==> src/design/access_token_table_assert.svh <==
// assertion macros used by the access token table top level
`ifndef ACCESS_TOKEN_TABLE_ASSERT_SVH
`define ACCESS_TOKEN_TABLE_ASSERT_SVH

// same-cycle implication, checked out of reset
`define ATT_ASSERT_IMP(name, ante, cons) \
  name: assert property (@(posedge clk) disable iff (!rst_n) (ante) |-> (cons)) \
    else $error("access_token_table: same-cycle check failed");

// next-cycle implication, checked out of reset
`define ATT_ASSERT_NXT(name, ante, cons) \
  name: assert property (@(posedge clk) disable iff (!rst_n) (ante) |=> (cons)) \
    else $error("access_token_table: next-cycle check failed");

`endif

==> src/design/att_pkg.sv <==
// types and constants of the access token table
`timescale 1ns / 1ps

package att_pkg;

  localparam int unsigned LABEL_W     = 64;
  localparam int unsigned ID_W        = 32;
  localparam int unsigned SLOT_W      = 4;
  localparam int unsigned MAX_RES     = 16;
  localparam int unsigned IN_TDATA_W  = 104;
  localparam int unsigned OUT_TDATA_W = 72;

  typedef enum logic [1:0] {
    ACT_ADD    = 2'd0,
    ACT_REMOVE = 2'd1,
    ACT_MATCH  = 2'd2,
    ACT_LIST   = 2'd3
  } act_t;

  typedef enum logic [1:0] {
    ST_IDLE  = 2'd0,
    ST_READ  = 2'd1,
    ST_CHECK = 2'd2
  } state_t;

endpackage

==> src/design/att_cmp.sv <==
// key register with label/id normalization and the shared equality comparator
`timescale 1ns / 1ps

module att_cmp #(
  parameter int unsigned LABEL_CHARS = 8,
  parameter int unsigned KEY_ID_W    = 32
) (
  input  logic                         clk,
  input  logic                         load,
  input  logic [att_pkg::LABEL_W-1:0]  in_label,
  input  logic [att_pkg::ID_W-1:0]     in_id,
  input  logic                         mode_id,
  input  logic [att_pkg::LABEL_W-1:0]  rd_label,
  input  logic [KEY_ID_W-1:0]          rd_id,
  output logic [att_pkg::LABEL_W-1:0]  key_label,
  output logic [KEY_ID_W-1:0]          key_id,
  output logic                         eq
);
  import att_pkg::*;

  logic [LABEL_W-1:0]  lab_norm;
  logic                nul_seen;
  logic [7:0]          ch;
  logic [LABEL_W-1:0]  key_label_r;
  logic [KEY_ID_W-1:0] key_id_r;
  logic [LABEL_W-1:0]  opa;
  logic [LABEL_W-1:0]  opb;

  // cut label to its chars and clear everything after the first nul
  always_comb begin
    nul_seen = 1'b0;
    lab_norm = '0;
    ch       = '0;
    for (int i = 0; i < 8; i++) begin
      ch = in_label[8*i +: 8];
      if ((i >= int'(LABEL_CHARS)) || (ch == 8'd0)) begin
        nul_seen = 1'b1;
      end
      lab_norm[8*i +: 8] = nul_seen ? 8'd0 : ch;
    end
  end

  // key register, loaded when a word is accepted
  always_ff @(posedge clk) begin
    if (load) begin
      key_label_r <= lab_norm;
      key_id_r    <= in_id[KEY_ID_W-1:0];
    end
  end

  // one comparator serves label and identifier searches
  always_comb begin
    if (mode_id) begin
      opa = {{(LABEL_W-KEY_ID_W){1'b0}}, key_id_r};
      opb = {{(LABEL_W-KEY_ID_W){1'b0}}, rd_id};
    end else begin
      opa = key_label_r;
      opb = rd_label;
    end
  end

  assign eq        = (opa == opb);
  assign key_label = key_label_r;
  assign key_id    = key_id_r;

endmodule

==> src/design/access_token_table.sv <==
// access token table top level: token store, slot scanner and result register
`timescale 1ns / 1ps
`include "access_token_table_assert.svh"

// Table of ENTRIES access tokens (active bit, nul-padded label, identifier),
// searched one slot at a time. Input word tdata: action [1:0], label [65:2],
// token_id [97:66]. Result word: tuser = ok, tdata = entry_label [63:0] and
// slot_index [67:64], tlast = last of the item. Each visited slot is first
// read from the single-port store into a register, then checked by the
// shared comparator: add, remove and match stop at the first hit, or after
// the last slot on a miss; list stops at the slot of its last reported entry
// (the last active one, at most the sixteenth), or after the last slot when
// no slot is active. The check of a slot stalls while the output register
// holds a result that out_tready has not yet taken. in_tready is high only
// between items; the previous result may still wait in the output register
// meanwhile.
module access_token_table #(
  parameter int unsigned ENTRIES     = 16,
  parameter int unsigned ID_BYTES    = 4,
  parameter int unsigned LABEL_CHARS = 8
) (
  input  logic                           clk,
  input  logic                           rst_n,
  input  logic                           in_tvalid,
  output logic                           in_tready,
  // action, label, token_id from bit 0 up, zero filled
  input  logic [att_pkg::IN_TDATA_W-1:0]  in_tdata,
  output logic                           out_tvalid,
  input  logic                           out_tready,
  // entry_label, slot_index from bit 0 up, zero filled
  output logic [att_pkg::OUT_TDATA_W-1:0] out_tdata,
  // ok
  output logic                           out_tuser,
  output logic                           out_tlast
);
  import att_pkg::*;

  localparam int unsigned IdxW = (ENTRIES > 1) ? $clog2(ENTRIES) : 1;
  localparam int unsigned CntW = $clog2(ENTRIES + 1);
  localparam int unsigned IdW  = 8 * ((ID_BYTES < 4) ? ID_BYTES : 4);

  state_t              state_r, state_nxt;
  act_t                act_r, act_nxt;
  logic [IdxW-1:0]     idx_r, idx_nxt;
  logic [4:0]          list_n_r, list_n_nxt;
  logic [CntW-1:0]     cnt_r;
  logic [ENTRIES-1:0]  active_r;

  logic [LABEL_W-1:0]  label_mem [ENTRIES];
  logic [IdW-1:0]      id_mem [ENTRIES];
  logic [LABEL_W-1:0]  rd_label_r;
  logic [IdW-1:0]      rd_id_r;

  logic [LABEL_W-1:0]  key_label;
  logic [IdW-1:0]      key_id;
  logic                eq;
  logic                load_key;

  logic                wr_en, act_set, act_clr;
  logic                out_load, out_free, hit, end_slot, last_list;
  logic                res_ok, res_last;
  logic [LABEL_W-1:0]  res_label;
  logic [SLOT_W-1:0]   res_slot;
  logic [IdxW+3:0]     slot_wide;
  logic [6:0]          cnt_ext;
  logic [4:0]          lim;

  logic                out_tvalid_r;
  logic                out_ok_r, out_last_r;
  logic [LABEL_W-1:0]  out_label_r;
  logic [SLOT_W-1:0]   out_slot_r;

  // shared key compare unit
  att_cmp #(
    .LABEL_CHARS (LABEL_CHARS),
    .KEY_ID_W    (IdW)
  ) u_cmp (
    .clk       (clk),
    .load      (load_key),
    .in_label  (in_tdata[65:2]),
    .in_id     (in_tdata[97:66]),
    .mode_id   (act_r == ACT_MATCH),
    .rd_label  (rd_label_r),
    .rd_id     (rd_id_r),
    .key_label (key_label),
    .key_id    (key_id),
    .eq        (eq)
  );

  // token store, one write and one registered read per cycle
  always_ff @(posedge clk) begin
    if (wr_en) begin
      label_mem[idx_r] <= key_label;
      id_mem[idx_r]    <= key_id;
    end
    rd_label_r <= label_mem[idx_r];
    rd_id_r    <= id_mem[idx_r];
  end

  // list length: active count capped at sixteen
  assign cnt_ext   = 7'(cnt_r);
  assign lim       = (cnt_ext >= 7'(MAX_RES)) ? 5'(MAX_RES) : cnt_ext[4:0];
  assign last_list = ((list_n_r + 5'd1) == lim);
  assign end_slot  = (idx_r == IdxW'(ENTRIES - 1));
  assign out_free  = !out_tvalid_r || out_tready;
  assign slot_wide = {4'b0000, idx_r};

  // slot hit for the current action
  always_comb begin
    unique case (act_r)
      ACT_ADD:    hit = !active_r[idx_r];
      ACT_REMOVE: hit = active_r[idx_r] && eq;
      ACT_MATCH:  hit = active_r[idx_r] && eq;
      ACT_LIST:   hit = active_r[idx_r];
      default:    hit = 1'b0;
    endcase
  end

  // sequencer: accept, read slot, check slot
  always_comb begin
    state_nxt  = state_r;
    act_nxt    = act_r;
    idx_nxt    = idx_r;
    list_n_nxt = list_n_r;
    load_key   = 1'b0;
    wr_en      = 1'b0;
    act_set    = 1'b0;
    act_clr    = 1'b0;
    out_load   = 1'b0;
    res_ok     = 1'b0;
    res_label  = '0;
    res_slot   = '0;
    res_last   = 1'b1;
    unique case (state_r)
      ST_IDLE: begin
        if (in_tvalid) begin
          load_key   = 1'b1;
          act_nxt    = act_t'(in_tdata[1:0]);
          idx_nxt    = '0;
          list_n_nxt = '0;
          state_nxt  = ST_READ;
        end
      end
      ST_READ: begin
        state_nxt = ST_CHECK;
      end
      ST_CHECK: begin
        if (out_free) begin
          if (hit) begin
            out_load = 1'b1;
            res_ok   = 1'b1;
            res_slot = slot_wide[3:0];
            if ((act_r == ACT_MATCH) || (act_r == ACT_LIST)) begin
              res_label = rd_label_r;
            end
            wr_en   = (act_r == ACT_ADD);
            act_set = (act_r == ACT_ADD);
            act_clr = (act_r == ACT_REMOVE);
            if (act_r == ACT_LIST) begin
              res_last   = last_list;
              list_n_nxt = list_n_r + 5'd1;
              if (last_list || end_slot) begin
                state_nxt = ST_IDLE;
              end else begin
                idx_nxt   = idx_r + IdxW'(1);
                state_nxt = ST_READ;
              end
            end else begin
              state_nxt = ST_IDLE;
            end
          end else if (end_slot) begin
            // nothing found: one empty result unless a list already reported an entry
            out_load  = !((act_r == ACT_LIST) && (list_n_r != 5'd0));
            state_nxt = ST_IDLE;
          end else begin
            idx_nxt   = idx_r + IdxW'(1);
            state_nxt = ST_READ;
          end
        end
      end
      default: state_nxt = ST_IDLE;
    endcase
  end

  // control registers
  always_ff @(posedge clk) begin
    if (!rst_n) begin
      state_r  <= ST_IDLE;
      act_r    <= ACT_ADD;
      idx_r    <= '0;
      list_n_r <= '0;
      cnt_r    <= '0;
      active_r <= '0;
    end else begin
      state_r  <= state_nxt;
      act_r    <= act_nxt;
      idx_r    <= idx_nxt;
      list_n_r <= list_n_nxt;
      if (act_set) begin
        active_r[idx_r] <= 1'b1;
        cnt_r           <= cnt_r + CntW'(1);
      end else if (act_clr) begin
        active_r[idx_r] <= 1'b0;
        cnt_r           <= cnt_r - CntW'(1);
      end
    end
  end

  // output register
  always_ff @(posedge clk) begin
    if (!rst_n) begin
      out_tvalid_r <= 1'b0;
    end else if (out_load) begin
      out_tvalid_r <= 1'b1;
    end else if (out_tready) begin
      out_tvalid_r <= 1'b0;
    end
  end

  always_ff @(posedge clk) begin
    if (out_load) begin
      out_ok_r    <= res_ok;
      out_label_r <= res_label;
      out_slot_r  <= res_slot;
      out_last_r  <= res_last;
    end
  end

  assign in_tready  = (state_r == ST_IDLE);
  assign out_tvalid = out_tvalid_r;
  assign out_tdata  = {4'b0000, out_slot_r, out_label_r};
  assign out_tuser  = out_ok_r;
  assign out_tlast  = out_last_r;

  // checks
  `ATT_ASSERT_IMP(a_cnt_matches_active, 1'b1, cnt_r == CntW'($countones(active_r)))
  `ATT_ASSERT_IMP(a_fail_is_clean, out_tvalid_r && !out_ok_r,
                  out_label_r == '0 && out_slot_r == '0 && out_last_r)
  `ATT_ASSERT_NXT(a_accept_starts_scan, in_tvalid && in_tready, state_r == ST_READ)
  `ATT_ASSERT_NXT(a_last_ends_item, out_load && res_last, state_r == ST_IDLE)

endmodule
==> config.mk <==
export PLATFORM = sky130hd
export DESIGN_NAME = access_token_table
export DESIGN_NICKNAME = d
export VERILOG_FILES = /design/src/design/att_pkg.sv /design/src/design/att_cmp.sv /design/src/design/access_token_table.sv
export VERILOG_INCLUDE_DIRS = /design/src /design/src/design
export SDC_FILE = /design/constraint.sdc
export NUM_CORES = 2
export LEC_CHECK = 0
export BUFFER_PORTS_ARGS = -buffer_cell sky130_fd_sc_hd__buf_2
export CELL_PAD_IN_SITES_DETAIL_PLACEMENT = 1
export CELL_PAD_IN_SITES_GLOBAL_PLACEMENT = 1
export CORE_ASPECT_RATIO = 0.8
export CORE_MARGIN = 3
export CORE_UTILIZATION = 55
export CTS_BUF_LIST = sky130_fd_sc_hd__clkbuf_16
export DETAILED_ROUTE_END_ITERATION = 16
export PLACE_DENSITY_LB_ADDON = 0.1
export SKIP_LAST_GASP = 1
export SLEW_MARGIN = 20
export SYNTH_ARGS = -nofsm -noshare
export SYNTH_HDL_FRONTEND = slang
export SYNTH_HIERARCHICAL = 1
export SYNTH_SLANG_ARGS = --single-unit
export TNS_END_PERCENT = 50
==> constraint.sdc <==
create_clock -name clk -period 23.7 [get_ports clk]
set_clock_uncertainty 0.1 [all_clocks]
set_input_delay 3.555 -clock clk [delete_from_list [all_inputs] [get_ports clk]]
set_output_delay 3.555 -clock clk [all_outputs]
set_load 0.03 [all_outputs]
==> metrics.txt <==
fin crit share=0.284; Die Ht=322 um; setup bufs post-CTS=0; worst-case hold slack=0.404 ns; initial drt markers=3638; CTS tree=done; Placer Congestion=0.793; Synth Register Bits=1833; P_leak=24.2 nW; relative slew slack=0.288; Setup crit end kind=register; FF/Latch Area=53700 um2; VDD IR-drop max=0.0000754 V; status=completed; # rows=115; Synth cell types=63; Mapped Cells=2963; DR pass1 iterations=5; I/O Buffers=173; top achievable clock speed=149 MHz; Min-Delay Path Class=reg2reg; DIE AREA=129000 um2; antenna viol nets, final=0; Slew @ Worst Pin=1.07 ns; worst-skew pair later-pin latency=0.80 ns; ranking of synthesized cells by area=edfxtp_1 (74%), mux4_2 (16%), dfxtp_1 (3.8%); Total Wirelength=168 mm; count of final hold-check violations=0; Worst Setup Start Kind=register; Fillers=9788; Clock Tree Buf Depth=3; Mapped Area=68800 um2; Core Box Area=124000 um2; synth warn=6; nets=3351; post-synthesis sequential area ratio=0.781; footprint of the multi-input gates=14500 um2; average routed wire per standard cell=33.4 um; Synth Flop Type=edfxtp_1; I/O Pins=184; Via density=6.36; CP arrival=7.03 ns; Synth top area share=0.743; largest net degree at the start of global routing=98; crit path max fanout=43; CTS sink cnt=1833; Post-CTS Resized=0; Hold-fix buffers, CTS=0; list of most frequent post-synthesis cells=edfxtp_1 (1702), mux4_2 (482), dfxtp_1 (131), and2_1 (89); final setup fails=0; Slew Viols, Final=0; initial antenna violation count=5; power density cells=84.0 nW/um2; Root Buffer=clkbuf_16; min Tclk post-route=6.73 ns; H-tree depth=4; PnR worst setup slack=16.97 ns; Reg clk slew, reported paths=0.06 ns; RSZ-0062 raised after global routing=false; Tot GR Track Use=0.264; syn avg cell area=23.2 um2; starting density of the core=0.556; Area growth syn-to-layout=12.3%; post-DP HPWL=87.6 mm; GRT overflow=0; total CTS buffers=172; final setup TNS=0 ns; via count of the routed design=31900; pre-CTS setup slack=16.50 ns; DRC Markers=0; Post-synth EDFFs=1702; cell taking the most area after synthesis=edfxtp_1; post-route core utilization=0.625; async set-or-reset flop fraction in the synthesized netlist=0; Worst EP required=24.00 ns; Max-Cap Viols=0; top-count cell post-synth=edfxtp_1; CP Class=reg2reg; fraction of layout cells with a size suffix above 1=0.306; first-pass GRT wire length=244 mm; DIE WIDTH=401 um; vias in the first global route=33600
==> registers in the layout (all words and copies together) (netlist names), named ones only <==
signal	flops
idx_r	4
out_slot_r	4
out_tvalid	1
id_mem	512
state_r	2
rd_id_r	32
u_cmp/key_label	64
out_label_r	64
label_mem	1024
u_cmp/key_id	32
cnt_r	5
act_r	2
out_tlast	1
out_tuser	1
rd_label_r	64
list_n_r	5
==> critical path, stage by stage, from the launching register on <==
cell and delay (ns):
edfxtp_1 0.61, xnor2_1 0.74, nand4_1 0.29, nor4_1 0.55, nand4_1 0.18, o21ai_0 0.68
a21oi_1 0.18, nor3b_1 0.22, mux2_2 0.23, o21ai_4 0.08, buf_4 0.31, nor3_2 0.90
buf_4 0.40, buf_4 0.77
==> cell usage in the layout (no fill, tap or decap), types with 10 or more instances in the layout <==
master,Yosys,final
xor2_1,11,11
a21oi_1,11,11
mux4_2,482,482
nand2_1,34,34
clkinv_1,0,35
nor4_1,21,20
nor2b_1,14,14
and2_4,11,11
dfxtp_1,131,127
mux2i_1,12,12
nand4_1,20,20
xnor2_1,83,83
nor2_1,11,10
buf_4,5,55
o21a_1,19,18
nand3_1,10,10
nor3_2,0,15
o31a_1,16,16
ha_1,14,14
bufinv_16,0,15
and2_2,15,15
and2_1,89,89
clkbuf_16,0,178
buf_2,4,173
edfxtp_1,1702,1702
clkinv_2,0,38
inv_1,17,61
==> logic make-up (layout without fill, tap and decap cells) <==
logic type | Yosys count | after routing | synth area share
AO/OA/AOI/OAI | 79 | 79 | 0.00897
XOR/XNOR | 95 | 95 | 0.0123
adder cells (fa/ha/maj) | 15 | 15 | 0.00284
buffers and inverters | 167 | 575 | 0.0104
flip-flops | 1833 | 1833 | 0.781
multiplexers | 497 | 497 | 0.160
other | 1 | 11 | 0.0000545
AND/OR/NAND/NOR | 276 | 276 | 0.0241
==> layer usage <==
metal	part of all wire	global-route usage
met2	0.50	0.431
met3	0.072	0.0409
met4	0.021	0.0719
met5	0.00016	0
met1	0.41	0.380
==> path summary, 6_finish.rpt <==
check,end,slack [ns],cells after the start,start
max,id_mem[7][6],16.97,13,u_cmp/key_label[40]
min,cnt_r[3],0.40,2,cnt_r[3]
min reg2reg,cnt_r[3],0.40,2,cnt_r[3]
max reg2reg,id_mem[7][6],16.97,13,u_cmp/key_label[40]
==> area by class of cell <==
cell class	count	area share
timing repair buffer	236	0.0185
clock inverter	142	0.0135
antenna	7	0.000227
inverter	19	0.000923
sequential	1833	0.696
tap	1638	0.0265
clock buffer	178	0.0576
multi-input combinational	966	0.187
==> power breakdown <==
group          switching [W]  internal (W)
clock network        0.00117       0.00152
logic              0.0000828     0.0000546
registers          0.0000687       0.00359
total                0.00132       0.00516
==> per-stage QoR <==
stage	instance area, um2	std cells	total power (W)
floorplan	68800	2966	0.00378
global placement	71700	4692	0.00385
detailed placement	71700	4692	0.00386
CTS	77200	5012	0.00654
global route	77200	5012	0.00669
finish	77300	5019	0.00649
Power figures use the tool's default switching activity.
